## src/hw/rtl/slsfp_pkg.sv

```systemverilog
// Shared types and constants for the sync/length/sum frame parser.
`timescale 1ns / 1ps
`default_nettype none

package slsfp_pkg;

  // Frame sync word
  localparam logic [7:0] SYNC_BYTE = 8'hAA;

  // Register map: index is byte address bit 2
  localparam int unsigned PADDR_W = 3;
  localparam logic REG_MAX_PAYLOAD = 1'b0;
  localparam logic REG_TIMEOUT     = 1'b1;

  // Reset values of the configuration registers
  localparam logic [7:0]  MAX_PAYLOAD_RST = 8'd255;
  localparam logic [15:0] TIMEOUT_RST     = 16'd1000;

  typedef enum logic [1:0] {
    OP_BYTE  = 2'd0,
    OP_TICK  = 2'd1,
    OP_START = 2'd2
  } opcode_e;

  typedef enum logic [1:0] {
    KIND_BYTE    = 2'd0,
    KIND_DONE    = 2'd1,
    KIND_TIMEOUT = 2'd2
  } kind_e;

  typedef enum logic [2:0] {
    PH_SYNC = 3'd0,
    PH_LEN  = 3'd1,
    PH_BODY = 3'd2,
    PH_CHK  = 3'd3,
    PH_TAIL = 3'd4
  } phase_e;

  typedef struct packed {
    logic [7:0]  max_payload;
    logic [15:0] timeout_ticks;
  } cfg_t;

  typedef struct packed {
    logic [1:0] kind;
    logic [7:0] data;
    logic [7:0] position;
    logic [7:0] frame_length;
  } res_t;

endpackage

`default_nettype wire

```

## src/hw/rtl/slsfp_if.sv

```systemverilog
// Valid/ready channel interfaces for input words and result words.
`timescale 1ns / 1ps
`default_nettype none

interface slsfp_in_if;
  logic       valid;
  logic       ready;
  logic [1:0] opcode;
  logic [7:0] rx_byte;

  modport source (output valid, output opcode, output rx_byte, input ready);
  modport sink   (input valid, input opcode, input rx_byte, output ready);
endinterface

interface slsfp_out_if;
  logic       valid;
  logic       ready;
  logic [1:0] kind;
  logic [7:0] data;
  logic [7:0] position;
  logic [7:0] frame_length;

  modport source (output valid, output kind, output data, output position,
                  output frame_length, input ready);
  modport sink   (input valid, input kind, input data, input position,
                  input frame_length, output ready);
endinterface

`default_nettype wire

```

## src/hw/rtl/slsfp_cfg.sv

```systemverilog
// APB configuration registers: max payload length and tick timeout.
`timescale 1ns / 1ps
`default_nettype none

module slsfp_cfg
  import slsfp_pkg::*;
(
  input  wire logic               clk_i,
  input  wire logic               rst_ni,
  input  wire logic               psel,
  input  wire logic               penable,
  input  wire logic               pwrite,
  input  wire logic [PADDR_W-1:0] paddr,
  input  wire logic [31:0]        pwdata,
  output logic      [31:0]        prdata,
  output logic                    pready,
  output cfg_t                    cfg_o
);

  logic [7:0]  max_payload_q, max_payload_d;
  logic [15:0] timeout_q, timeout_d;
  logic        wr_en;

  assign pready = 1'b1;
  assign wr_en  = psel & penable & pwrite;

  // Decode write on the access phase
  always_comb begin
    max_payload_d = max_payload_q;
    timeout_d     = timeout_q;
    if (wr_en) begin
      case (paddr[2])
        REG_MAX_PAYLOAD: max_payload_d = pwdata[7:0];
        REG_TIMEOUT:     timeout_d     = pwdata[15:0];
        default:         ;
      endcase
    end
  end

  always_ff @(posedge clk_i or negedge rst_ni) begin
    if (!rst_ni) begin
      max_payload_q <= MAX_PAYLOAD_RST;
      timeout_q     <= TIMEOUT_RST;
    end else begin
      max_payload_q <= max_payload_d;
      timeout_q     <= timeout_d;
    end
  end

  // Read back
  always_comb begin
    case (paddr[2])
      REG_MAX_PAYLOAD: prdata = {24'd0, max_payload_q};
      REG_TIMEOUT:     prdata = {16'd0, timeout_q};
      default:         prdata = 32'd0;
    endcase
  end

  assign cfg_o.max_payload   = max_payload_q;
  assign cfg_o.timeout_ticks = timeout_q;

endmodule

`default_nettype wire

```

## src/hw/rtl/slsfp_step.sv

```systemverilog
// Parser state and per-word step logic: phase, checksum, index, timeout.
`timescale 1ns / 1ps
`default_nettype none

module slsfp_step
  import slsfp_pkg::*;
(
  input  wire logic       clk_i,
  input  wire logic       rst_ni,
  input  wire logic       step_en_i,
  input  wire logic [1:0] opcode_i,
  input  wire logic [7:0] rx_byte_i,
  input  wire cfg_t       cfg_i,
  output logic            res_valid_o,
  output res_t            res_o
);

  logic        active_q, active_d;
  phase_e      phase_q, phase_d;
  logic [7:0]  sum_q, sum_d;
  logic [7:0]  idx_q, idx_d;
  logic [7:0]  len_q, len_d;
  logic [15:0] elapsed_q, elapsed_d;

  logic [7:0]  sum_add;
  logic [7:0]  idx_inc;
  logic [15:0] elapsed_inc;
  logic        len_ok;
  logic        tick_expire;

  assign sum_add     = sum_q + rx_byte_i;
  assign idx_inc     = idx_q + 8'd1;
  assign elapsed_inc = (elapsed_q == 16'hFFFF) ? elapsed_q : elapsed_q + 16'd1;
  assign len_ok      = (rx_byte_i != 8'd0) && (rx_byte_i <= cfg_i.max_payload);
  assign tick_expire = elapsed_inc >= cfg_i.timeout_ticks;

  // Next state
  always_comb begin
    active_d  = active_q;
    phase_d   = phase_q;
    sum_d     = sum_q;
    idx_d     = idx_q;
    len_d     = len_q;
    elapsed_d = elapsed_q;
    if (opcode_i == OP_START) begin
      phase_d   = PH_SYNC;
      sum_d     = 8'd0;
      idx_d     = 8'd0;
      len_d     = 8'd0;
      elapsed_d = 16'd0;
      active_d  = (cfg_i.timeout_ticks != 16'd0);
    end else if (active_q && opcode_i == OP_TICK) begin
      elapsed_d = elapsed_inc;
      if (tick_expire) begin
        active_d = 1'b0;
        phase_d  = PH_SYNC;
      end
    end else if (active_q && opcode_i == OP_BYTE) begin
      case (phase_q)
        PH_LEN: begin
          len_d   = rx_byte_i;
          sum_d   = sum_add;
          idx_d   = 8'd0;
          phase_d = len_ok ? PH_BODY : PH_SYNC;
        end
        PH_BODY: begin
          sum_d = sum_add;
          idx_d = idx_inc;
          if (idx_inc == len_q) begin
            phase_d = PH_CHK;
          end
        end
        PH_CHK: begin
          phase_d = (rx_byte_i == sum_q) ? PH_TAIL : PH_SYNC;
        end
        PH_TAIL: begin
          active_d = 1'b0;
          phase_d  = PH_SYNC;
        end
        default: begin
          phase_d = PH_SYNC;
          if (rx_byte_i == SYNC_BYTE) begin
            sum_d   = rx_byte_i;
            phase_d = PH_LEN;
          end
        end
      endcase
    end
  end

  // Result word
  always_comb begin
    res_valid_o        = 1'b0;
    res_o.kind         = KIND_BYTE;
    res_o.data         = 8'd0;
    res_o.position     = 8'd0;
    res_o.frame_length = 8'd0;
    if (opcode_i == OP_START) begin
      if (cfg_i.timeout_ticks == 16'd0) begin
        res_valid_o = 1'b1;
        res_o.kind  = KIND_TIMEOUT;
      end
    end else if (active_q && opcode_i == OP_TICK) begin
      if (tick_expire) begin
        res_valid_o = 1'b1;
        res_o.kind  = KIND_TIMEOUT;
      end
    end else if (active_q && opcode_i == OP_BYTE) begin
      case (phase_q)
        PH_BODY: begin
          res_valid_o    = 1'b1;
          res_o.kind     = KIND_BYTE;
          res_o.data     = rx_byte_i;
          res_o.position = idx_q;
        end
        PH_TAIL: begin
          res_valid_o        = 1'b1;
          res_o.kind         = KIND_DONE;
          res_o.frame_length = len_q;
        end
        default: ;
      endcase
    end
  end

  // Update state only on a word that moves through this stage
  always_ff @(posedge clk_i or negedge rst_ni) begin
    if (!rst_ni) begin
      active_q  <= 1'b0;
      phase_q   <= PH_SYNC;
      sum_q     <= 8'd0;
      idx_q     <= 8'd0;
      len_q     <= 8'd0;
      elapsed_q <= 16'd0;
    end else if (step_en_i) begin
      active_q  <= active_d;
      phase_q   <= phase_d;
      sum_q     <= sum_d;
      idx_q     <= idx_d;
      len_q     <= len_d;
      elapsed_q <= elapsed_d;
    end
  end

`ifndef ASSERT_OFF
  a_body_index: assert property (@(posedge clk_i) disable iff (!rst_ni)
    phase_q == PH_BODY |-> idx_q < len_q)
    else $error("payload index reached frame length in body phase");

  a_idle_hunts: assert property (@(posedge clk_i) disable iff (!rst_ni)
    !active_q |-> phase_q == PH_SYNC)
    else $error("idle parser left sync hunting");

  a_done_from_tail: assert property (@(posedge clk_i) disable iff (!rst_ni)
    step_en_i && res_valid_o && res_o.kind == KIND_DONE |=> !active_q)
    else $error("parser still active after frame done");
`endif

endmodule

`default_nettype wire

```

## src/hw/rtl/slsfp_obuf.sv

```systemverilog
// Result register driving the output channel.
`timescale 1ns / 1ps
`default_nettype none

module slsfp_obuf
  import slsfp_pkg::*;
(
  input  wire logic          clk_i,
  input  wire logic          rst_ni,
  input  wire logic          load_i,
  input  wire res_t          res_i,
  output logic               free_o,
  slsfp_out_if.source        out_if
);

  logic valid_q, valid_d;
  res_t res_q;

  // Slot is free when empty or draining this cycle
  assign free_o = !valid_q || out_if.ready;

  always_comb begin
    valid_d = valid_q;
    if (load_i) begin
      valid_d = 1'b1;
    end else if (out_if.ready) begin
      valid_d = 1'b0;
    end
  end

  always_ff @(posedge clk_i or negedge rst_ni) begin
    if (!rst_ni) begin
      valid_q <= 1'b0;
    end else begin
      valid_q <= valid_d;
    end
  end

  // Hold payload until a new word loads
  always_ff @(posedge clk_i) begin
    if (load_i) begin
      res_q <= res_i;
    end
  end

  assign out_if.valid        = valid_q;
  assign out_if.kind         = res_q.kind;
  assign out_if.data         = res_q.data;
  assign out_if.position     = res_q.position;
  assign out_if.frame_length = res_q.frame_length;

endmodule

`default_nettype wire

```

## src/hw/rtl/sync_length_sum_frame_parser.sv

```systemverilog
// Top level of the sync/length/sum frame parser: input register, step, result register.
`timescale 1ns / 1ps
`default_nettype none

// Deframes sync 0xAA, length, payload, additive checksum and a trailing byte,
// one input word per cycle while the output channel keeps up. A word is
// captured in the input register, decoded by the step logic against the
// parser state, and any result is registered in the result register before
// it shows on the output channel. The input register advances whenever
// the result register is empty or being read, so the single result slot sets
// the throughput under output stalls. Registers: max_payload at address 0
// (reset 255), timeout_ticks at address 4 (reset 1000); write only while idle.
module sync_length_sum_frame_parser
  import slsfp_pkg::*;
(
  input  wire logic               clk_i,
  input  wire logic               rst_ni,
  slsfp_in_if.sink                in_if,
  slsfp_out_if.source             out_if,
  input  wire logic               psel,
  input  wire logic               penable,
  input  wire logic               pwrite,
  input  wire logic [PADDR_W-1:0] paddr,
  input  wire logic [31:0]        pwdata,
  output logic      [31:0]        prdata,
  output logic                    pready
);

  cfg_t       cfg;
  res_t       res;
  logic       res_valid;
  logic       obuf_free;
  logic       s1_valid_q, s1_valid_d;
  logic [1:0] s1_op_q;
  logic [7:0] s1_byte_q;
  logic       s1_adv;
  logic       in_acc;

  slsfp_cfg u_cfg (
    .clk_i   (clk_i),
    .rst_ni  (rst_ni),
    .psel    (psel),
    .penable (penable),
    .pwrite  (pwrite),
    .paddr   (paddr),
    .pwdata  (pwdata),
    .prdata  (prdata),
    .pready  (pready),
    .cfg_o   (cfg)
  );

  // Advance the input register when the result slot can take its word
  assign s1_adv       = s1_valid_q && obuf_free;
  assign in_if.ready  = !s1_valid_q || s1_adv;
  assign in_acc       = in_if.valid && in_if.ready;

  always_comb begin
    s1_valid_d = s1_valid_q;
    if (in_acc) begin
      s1_valid_d = 1'b1;
    end else if (s1_adv) begin
      s1_valid_d = 1'b0;
    end
  end

  always_ff @(posedge clk_i or negedge rst_ni) begin
    if (!rst_ni) begin
      s1_valid_q <= 1'b0;
    end else begin
      s1_valid_q <= s1_valid_d;
    end
  end

  // Capture the input word
  always_ff @(posedge clk_i) begin
    if (in_acc) begin
      s1_op_q   <= in_if.opcode;
      s1_byte_q <= in_if.rx_byte;
    end
  end

  slsfp_step u_step (
    .clk_i       (clk_i),
    .rst_ni      (rst_ni),
    .step_en_i   (s1_adv),
    .opcode_i    (s1_op_q),
    .rx_byte_i   (s1_byte_q),
    .cfg_i       (cfg),
    .res_valid_o (res_valid),
    .res_o       (res)
  );

  slsfp_obuf u_obuf (
    .clk_i  (clk_i),
    .rst_ni (rst_ni),
    .load_i (s1_adv && res_valid),
    .res_i  (res),
    .free_o (obuf_free),
    .out_if (out_if)
  );

endmodule

`default_nettype wire
```

## src/flat_wrapper.sv

```systemverilog
// flat-port wrapper written by rule: the top's interface ports become plain ports
module sync_length_sum_frame_parser_flat import slsfp_pkg::*;
  (clk_i, rst_ni, psel, penable, pwrite, paddr, pwdata, prdata, pready, in_if_valid, in_if_opcode, in_if_rx_byte, in_if_ready, out_if_valid, out_if_kind, out_if_data, out_if_position, out_if_frame_length, out_if_ready);
  slsfp_in_if in_if_i ();
  slsfp_out_if out_if_i ();
  input  wire logic clk_i;
  input  wire logic rst_ni;
  input  wire logic psel;
  input  wire logic penable;
  input  wire logic pwrite;
  input  wire logic [PADDR_W-1:0] paddr;
  input  wire logic [31:0] pwdata;
  output logic      [31:0] prdata;
  output logic pready;
  input wire logic [$bits(in_if_i.valid)-1:0] in_if_valid;
  input wire logic [$bits(in_if_i.opcode)-1:0] in_if_opcode;
  input wire logic [$bits(in_if_i.rx_byte)-1:0] in_if_rx_byte;
  output wire logic [$bits(in_if_i.ready)-1:0] in_if_ready;
  output wire logic [$bits(out_if_i.valid)-1:0] out_if_valid;
  output wire logic [$bits(out_if_i.kind)-1:0] out_if_kind;
  output wire logic [$bits(out_if_i.data)-1:0] out_if_data;
  output wire logic [$bits(out_if_i.position)-1:0] out_if_position;
  output wire logic [$bits(out_if_i.frame_length)-1:0] out_if_frame_length;
  input wire logic [$bits(out_if_i.ready)-1:0] out_if_ready;
  assign in_if_i.valid = in_if_valid;
  assign in_if_i.opcode = in_if_opcode;
  assign in_if_i.rx_byte = in_if_rx_byte;
  assign in_if_ready = in_if_i.ready;
  assign out_if_valid = out_if_i.valid;
  assign out_if_kind = out_if_i.kind;
  assign out_if_data = out_if_i.data;
  assign out_if_position = out_if_i.position;
  assign out_if_frame_length = out_if_i.frame_length;
  assign out_if_i.ready = out_if_ready;
  sync_length_sum_frame_parser u_core (.clk_i(clk_i), .rst_ni(rst_ni), .in_if(in_if_i), .out_if(out_if_i), .psel(psel), .penable(penable), .pwrite(pwrite), .paddr(paddr), .pwdata(pwdata), .prdata(prdata), .pready(pready));
endmodule
```

## config.mk

```make
export PLATFORM = sky130hd
export DESIGN_NAME = sync_length_sum_frame_parser_flat
export DESIGN_NICKNAME = d
export VERILOG_FILES = /design/src/hw/rtl/slsfp_pkg.sv /design/src/hw/rtl/slsfp_if.sv /design/src/hw/rtl/slsfp_cfg.sv /design/src/hw/rtl/slsfp_step.sv /design/src/hw/rtl/slsfp_obuf.sv /design/src/hw/rtl/sync_length_sum_frame_parser.sv /design/src/flat_wrapper.sv
export SDC_FILE = /design/constraint.sdc
export NUM_CORES = 1
export LEC_CHECK = 0
export BUFFER_PORTS_ARGS = -buffer_cell sky130_fd_sc_hd__buf_4
export CAP_MARGIN = 30
export CORE_MARGIN = 2
export CORE_UTILIZATION = 57
export DETAILED_ROUTE_END_ITERATION = 16
export GPL_ROUTABILITY_DRIVEN = 0
export PLACE_DENSITY = 0.8
export SLEW_MARGIN = 20
export SYNTH_ARGS = -nofsm -noshare
export SYNTH_HDL_FRONTEND = slang
export SYNTH_HIERARCHICAL = 1
export SYNTH_SLANG_ARGS = --single-unit
```

## constraint.sdc

```tcl
create_clock -name clk_i -period 5 [get_ports clk_i]
set_input_delay 0.25 -clock clk_i [delete_from_list [all_inputs] [get_ports clk_i]]
set_output_delay 0.25 -clock clk_i [all_outputs]
set_load 0.05 [all_outputs]
```

==> flow_metrics.tcl, run 1 <==
set metrics [dict create \
    drtIter0Drc 259 \
    p_per_area_nw_per_um2 411 \
    cts_buffers 9 \
    post-route-period-util_pct 76.7 \
    synth_cells 609 \
    slew_headroom_pct 55.7 \
    synth_compound_area_share_pct 13.1 \
    worst_setup_path_start_kind "flip-flop" \
    hold_class "input pin to flip-flop" \
    wl_met3_um 629 \
    hold_viol 0 \
    synthMuxAreaShare_pct 7.76 \
    nets 766 \
    setup_viol_count_final 0 \
    drt-met1-wl_mm 5.86 \
    initial_utilization_pct 58.4 \
    rsz0062_at_grt "false" \
    diodes 0 \
    cts_resized 0 \
    fillers 845 \
    period_minus_slack_ps 3830 \
    fp.coreArea_sq_um 10800 \
    finalSetupTns_ps 0 \
    yosys.area_share.adder_pct 6.87 \
    synth_top_area_share_pct 22.2 \
    wirelength_mm 13.5 \
    ys.flop_type "dfrtp_1" \
    crit_path_max_incr_delay_ps 470 \
    crit_slowest_cell "a31oi_1" \
    clk_pin_slew_worst_paths_ps 110 \
    worstPathMaxFanout 27 \
    drcViolationCount 0 \
    syn_to_final_growth_pct 13.5 \
    fp.dieW_um 109 \
    clock.fmax_ghz 0.261 \
    ant_nets 0 \
    num_vias 4767 \
    seq_area_frac_synth_pct 45.2 \
    cap_viol_max_count 0 \
    die_y_um 109 \
    cts_setup_buffers 0 \
    synth_edf_count 36 \
    hpwlAfterDp_mm 9.77 \
    finClkSkew_ps 13.5 \
    grt_pass1_vias 4694 \
    yosysMostFrequentCell "dfrtp_1" \
    root_buffer "clkbuf_8" \
    dieArea_sq_um 11900 \
    synthSimpleGateAreaFrac_pct 17.4 \
    cp_cell_sequence "and4_1 > and3_1 > a31oi_1 > nand3_1 > xnor2_1 > ha_1 > nand4_1 > nor3_1 > a21oi_1 > and2_1 > o21ai_0 > and3_1 > buf_4" \
    cp.arrival_ps 3890 \
    yosysTopAreaCell "dfrtp_1" \
    finish.utilization_pct 66.3 \
    async_flop_share_pct 66.0 \
    antenna_found_initial 0 \
    wl_per_cell_um 16.4 \
    io_buffers 77 \
    ir_worst_vdd_uv 292 \
    worstMarginPinSlew_ps 665 \
    cp-end-kind "flip-flop" \
    top_layer "met4" \
    grt_max_degree 71 \
    ios 113 \
    clk_latency_ps 380 \
    slew_violations 0 \
    outcome "finished, final reports clean" \
    met2WireLength_mm 6.77 \
    required_ps 5050 \
    crit_type "flip-flop to flip-flop" \
    via_per_inst 5.78 \
    cpMostUsedCell "and3_1" \
    grt-ovfl-total 0 \
    yosysWarnings 6 \
    p_leak_nw 3.25 \
    drive_gt1_share_pct 22.5 \
    rows 38 \
    synth-seq-cells 106 \
    groute.usage.overall_pct 24.0 \
    first_pass_iters 5 \
    clock-sinks 106 \
    cts_max_level 3 \
    largest_registers "u_core/u_cfg/timeout_q (16), u_core/u_step/elapsed_q (16)" \
    synth_top_cells_by_area "dfrtp_1, edfxtp_1, ha_1, dfstp_2, mux2_2" \
    yosys-top-cells-count "dfrtp_1, nand2_1, o21ai_0" \
    synth_top_family_by_area "simple AND/OR/NAND/NOR gates" \
    ys_types 62 \
    synth_area_per_cell_sq_um 10.4 \
    netlist_area_sq_um 6300 \
    grt_pass1_wl_mm 22.3 \
    clock_path_buffers 2 \
    synthXorXnorAreaFrac_pct 3.89 \
    cts_tree "yes" \
]
layout make-up:
cell class | instances | area, sq um | area share [%]
Sequential cell | 106 | 2850 | 39.8
Tap cell | 140 | 175 | 2.45
Inverter | 35 | 131 | 1.84
Clock inverter | 6 | 46.3 | 0.647
Clock buffer | 10 | 149 | 2.08
Multi-Input combinational cell | 445 | 3160 | 44.1
Timing Repair Buffer | 83 | 646 | 9.02
routing by layer:
metal	global-route usage (%)	vias up
met5	0	-
met4	7.78	0
met3	3.65	18
met2	41.6	144
met1	30.9	2306
li1	-	2299
logic make-up after synthesis:
logic type                 after synthesis
adders and majority gates               34
muxes                                   41
buffers and inverters                   73
DFF                                    106
AOI/OAI and AO/OA                      131
and+or+nand+nor                        194
xor gates and xnor gates                28
other                                    2
report_power, final:
group	internal [mW]	switching (mW)
logic	0.481	0.662
clock network	0.217	0.311
registers	1.08	0.186
placed cells by master, fill, tap and decap left out, types with 5 or more instances in the layout:
cell type and instances:
edfxtp_1 36, a21o_1 6, nor4_1 9, nand3_1 11, xor2_1 9, xnor2_1 19
nand2_1 53, a22o_1 5, buf_4 81, dfrtp_1 56, a211oi_1 5, nor2b_1 8
mux2i_1 8, ha_1 33, nand4_1 12, o31ai_1 18, conb_1 17, mux2_2 23
nand2b_1 9, mux2_4 10, a21oi_1 21, and3_1 8, nor3_1 5, a31oi_1 11
dfstp_2 14, o21ai_0 42, clkbuf_8 9, and2_1 39, nor2_1 16, inv_1 35
critical path, delay by kind of cell (launching register included):
family / cells / cell delay, ps
flip-flops: 1 / 460
AO/OA/AOI/OAI: 3 / 790
buffers and inverters: 1 / 300
AND/OR/NAND/NOR: 7 / 1480
XOR/XNOR: 1 / 170
adder cells (fa/ha/maj): 1 / 300
metrics by stage:
stage,worst slack [ps],hold WS (ps),cell area (sq um),power (mW),cells
after floorplan,1280,-45.6,6360,2.11,624
final,1170,36.8,7160,2.94,825
after global routing,729,17.9,7160,3.12,825
after detailed placement,1210,430,6920,2.41,807
after global placement,1280,426,6920,2.34,806
after CTS,1180,13.8,7120,2.93,823
final timing paths:
kind                                                              from                                endpoint  slack (ps)  depth (start not counted)
worst min-delay path                                   in_if_opcode[0]             u_core/s1_op_q[0]$_DFFE_PP_          40                          1
worst max register to register  u_core/u_step/elapsed_q[8]$_DFFE_PN0P_  u_core/u_obuf/out_if.data[1]$_DFFE_PP_        1170                         13
worst max-delay path            u_core/u_step/elapsed_q[8]$_DFFE_PN0P_  u_core/u_obuf/out_if.data[1]$_DFFE_PP_        1170                         13
min in group asynchronous                                       rst_ni   u_core/u_cfg/timeout_q[0]$_DFFE_PN0P_         270                          2
max in group asynchronous                                       rst_ni   u_core/u_cfg/timeout_q[5]$_DFFE_PN1P_        4170                          3
worst min register to register      u_core/u_step/sum_q[4]$_DFFE_PN0P_      u_core/u_step/sum_q[4]$_DFFE_PN0P_         510                          2
what timing repair did:
action	in CTS	in global routing
setup endpoints to repair	0	0
hold endpoints to repair	0	11
hold buffers	0	1
Note: power is estimated with default switching activity, not from simulation.
==> inputs of run 2 (changes only) <==
==> constraint.sdc (replaced) <==
create_clock -name clk_i -period 4 [get_ports clk_i]
set_input_delay 0.2 -clock clk_i [delete_from_list [all_inputs] [get_ports clk_i]]
set_output_delay 0.2 -clock clk_i [all_outputs]
set_load 0.05 [all_outputs]
==> flow_metrics.tcl, run 2 (synthesis gave the netlist of run 1 again) <==
set metrics [dict create \
    outcome "finished, final reports clean" \
    cp.arrival_ps 3990 \
    crit_type "flip-flop to flip-flop" \
    wirelength_mm 13.8 \
    nets 777 \
    grt_pass1_vias 4735 \
    clock_path_buffers 2 \
    wl_per_cell_um 16.4 \
    clock.fmax_ghz 0.269 \
    crit_slowest_cell "dfrtp_1" \
    cts_resized 0 \
    rows 38 \
    stdcell_area_sq_um 7260 \
    placed_cell_area_sq_um 6940 \
    intPower_mw 2.20 \
    p_leak_nw 3.29 \
    fp.coreArea_sq_um 10800 \
    via_per_inst 5.85 \
    drive_gt1_share_pct 22.3 \
    cts_setup_buffers 0 \
    required_ps 4270 \
    initial_utilization_pct 58.4 \
    die_y_um 109 \
    cp_cell_sequence "and4_1 > and3_1 > a31oi_1 > and2_1 > xor2_1 > ha_1 > nand4_1 > o21bai_1 > a211o_1 > a21oi_1 > and2_1 > o21ai_0 > and3_1 > buf_12 > nand2b_2" \
    drtIter0Drc 231 \
    cap_viol_max_count 0 \
    largest_registers "u_core/u_cfg/timeout_q (16), u_core/u_step/elapsed_q (16)" \
    diodes 0 \
    crit_path_max_incr_delay_ps 470 \
    cts_buffers 9 \
    comb_power_share_pct 39.4 \
    reg2regPathDepth 15 \
    cp-end-kind "flip-flop" \
    finalSetupTns_ps 0 \
    post-route-period-util_pct 93.0 \
    worst-path-buf-inv 1 \
    io_buffers 77 \
    cts_max_level 3 \
    path_depth 15 \
    clock-sinks 106 \
    antenna_found_initial 0 \
    worst_path_dominant_cell_family "simple AND/OR/NAND/NOR gates" \
    pwr-share-seq_pct 43.4 \
    groute.usage.overall_pct 24.4 \
    syn_to_final_growth_pct 15.2 \
    whs_path_depth 2 \
    clk_pin_slew_worst_paths_ps 100 \
    hpwlAfterDp_mm 9.91 \
    drcViolationCount 0 \
    cts_hold_buf 11 \
    grt-ovfl-total 0 \
    ant_nets 0 \
    finClkSkew_ps 14.4 \
    grt_max_degree 71 \
    root_buffer "clkbuf_8" \
    power_switching_mw 1.46 \
    worstPathMaxFanout 27 \
    slew_headroom_pct 56.6 \
    worst_setup_path_start_kind "flip-flop" \
    fp.dieW_um 109 \
    ios 113 \
    final_cell_mix "buf_4, dfrtp_1, nand2_1" \
    dp_slack_ps 340 \
    cts_tree "yes" \
    hold_viol 0 \
    reg2reg_slack_ps 280 \
    mostFrequentLayoutCell "buf_4" \
    period_minus_slack_ps 3720 \
    ir_worst_vdd_uv 342 \
    hold_class "input pin to flip-flop" \
    slew_violations 0 \
    num_vias 4893 \
    setup_viol_count_final 0 \
    worstMarginPinSlew_ps 647 \
    first_pass_iters 5 \
    dieArea_sq_um 11900 \
    swShare_pct 39.8 \
    p_per_area_nw_per_um2 503 \
    grt_pass1_wl_mm 22.6 \
    rsz0062_at_grt "false" \
    pwr-share-clk_pct 17.2 \
    clk_latency_ps 380 \
    fin_ws_ps 281 \
]
==> run 2: worst register-to-register path, stage by stage (launching register included) <==
cell,delay [ps]
dfrtp_1,470
and4_1,270
and3_1,230
a31oi_1,450
and2_1,270
xor2_1,160
ha_1,260
nand4_1,100
o21bai_1,90
a211o_1,330
a21oi_1,200
and2_1,150
o21ai_0,80
and3_1,220
buf_12,170
nand2b_2,170
==> run 2: path summary, 6_finish.rpt <==
path / from / endpoint
worst max-delay path: u_core/u_step/elapsed_q[8]$_DFFE_PN0P_ / u_core/u_obuf/out_if.valid$_DFFE_PN0P_
worst min-delay path: in_if_valid / u_core/s1_valid_q$_DFFE_PN0P_
worst max register to register: u_core/u_step/elapsed_q[8]$_DFFE_PN0P_ / u_core/u_obuf/out_if.valid$_DFFE_PN0P_
worst min register to register: u_core/u_step/sum_q[5]$_DFFE_PN0P_ / u_core/u_step/sum_q[5]$_DFFE_PN0P_
max in group asynchronous: rst_ni / u_core/u_cfg/timeout_q[5]$_DFFE_PN1P_
min in group asynchronous: rst_ni / u_core/u_cfg/timeout_q[0]$_DFFE_PN0P_
==> run 2: metal layers <==
layer | GRT usage (%) | wire length, um
met1 | 31.3 | 5810
met2 | 41.3 | 6850
met3 | 2.93 | 636
met4 | 11.8 | 455
met5 | 0 | 0
==> run 2: layout make-up <==
type                    instances  area, sq um
flip-flops and latches        106         2850
fillers                       815         3530
multi-input cells             445         3160
well taps                     140          175
clock buffers                   9          124
clock inverters                 7         65.1
repair buffers                 94          758
inverters                      35          131
==> run 2: power groups by stage <==
stage | Clock [mW] | Combinational [mW] | Sequential [mW]
global route | 0.689 | 1.58 | 1.62
global placement | 0 | 1.36 | 1.58
floorplan | 0 | 1.03 | 1.60
CTS | 0.639 | 1.43 | 1.58
finish | 0.630 | 1.44 | 1.59
detailed placement | 0 | 1.41 | 1.60
==> run 2: stage by stage <==
stage | utilization [%] | hold WS, ps | cells | total power [mW]
global route | 67.3 | 20.9 | 836 | 3.88
finish | 67.3 | 27.0 | 836 | 3.66
floorplan | - | -95.6 | 624 | 2.63
detailed placement | 64.3 | 373 | 808 | 3.01
global placement | 64.3 | 378 | 808 | 2.94
CTS | 67.1 | 16.1 | 835 | 3.65
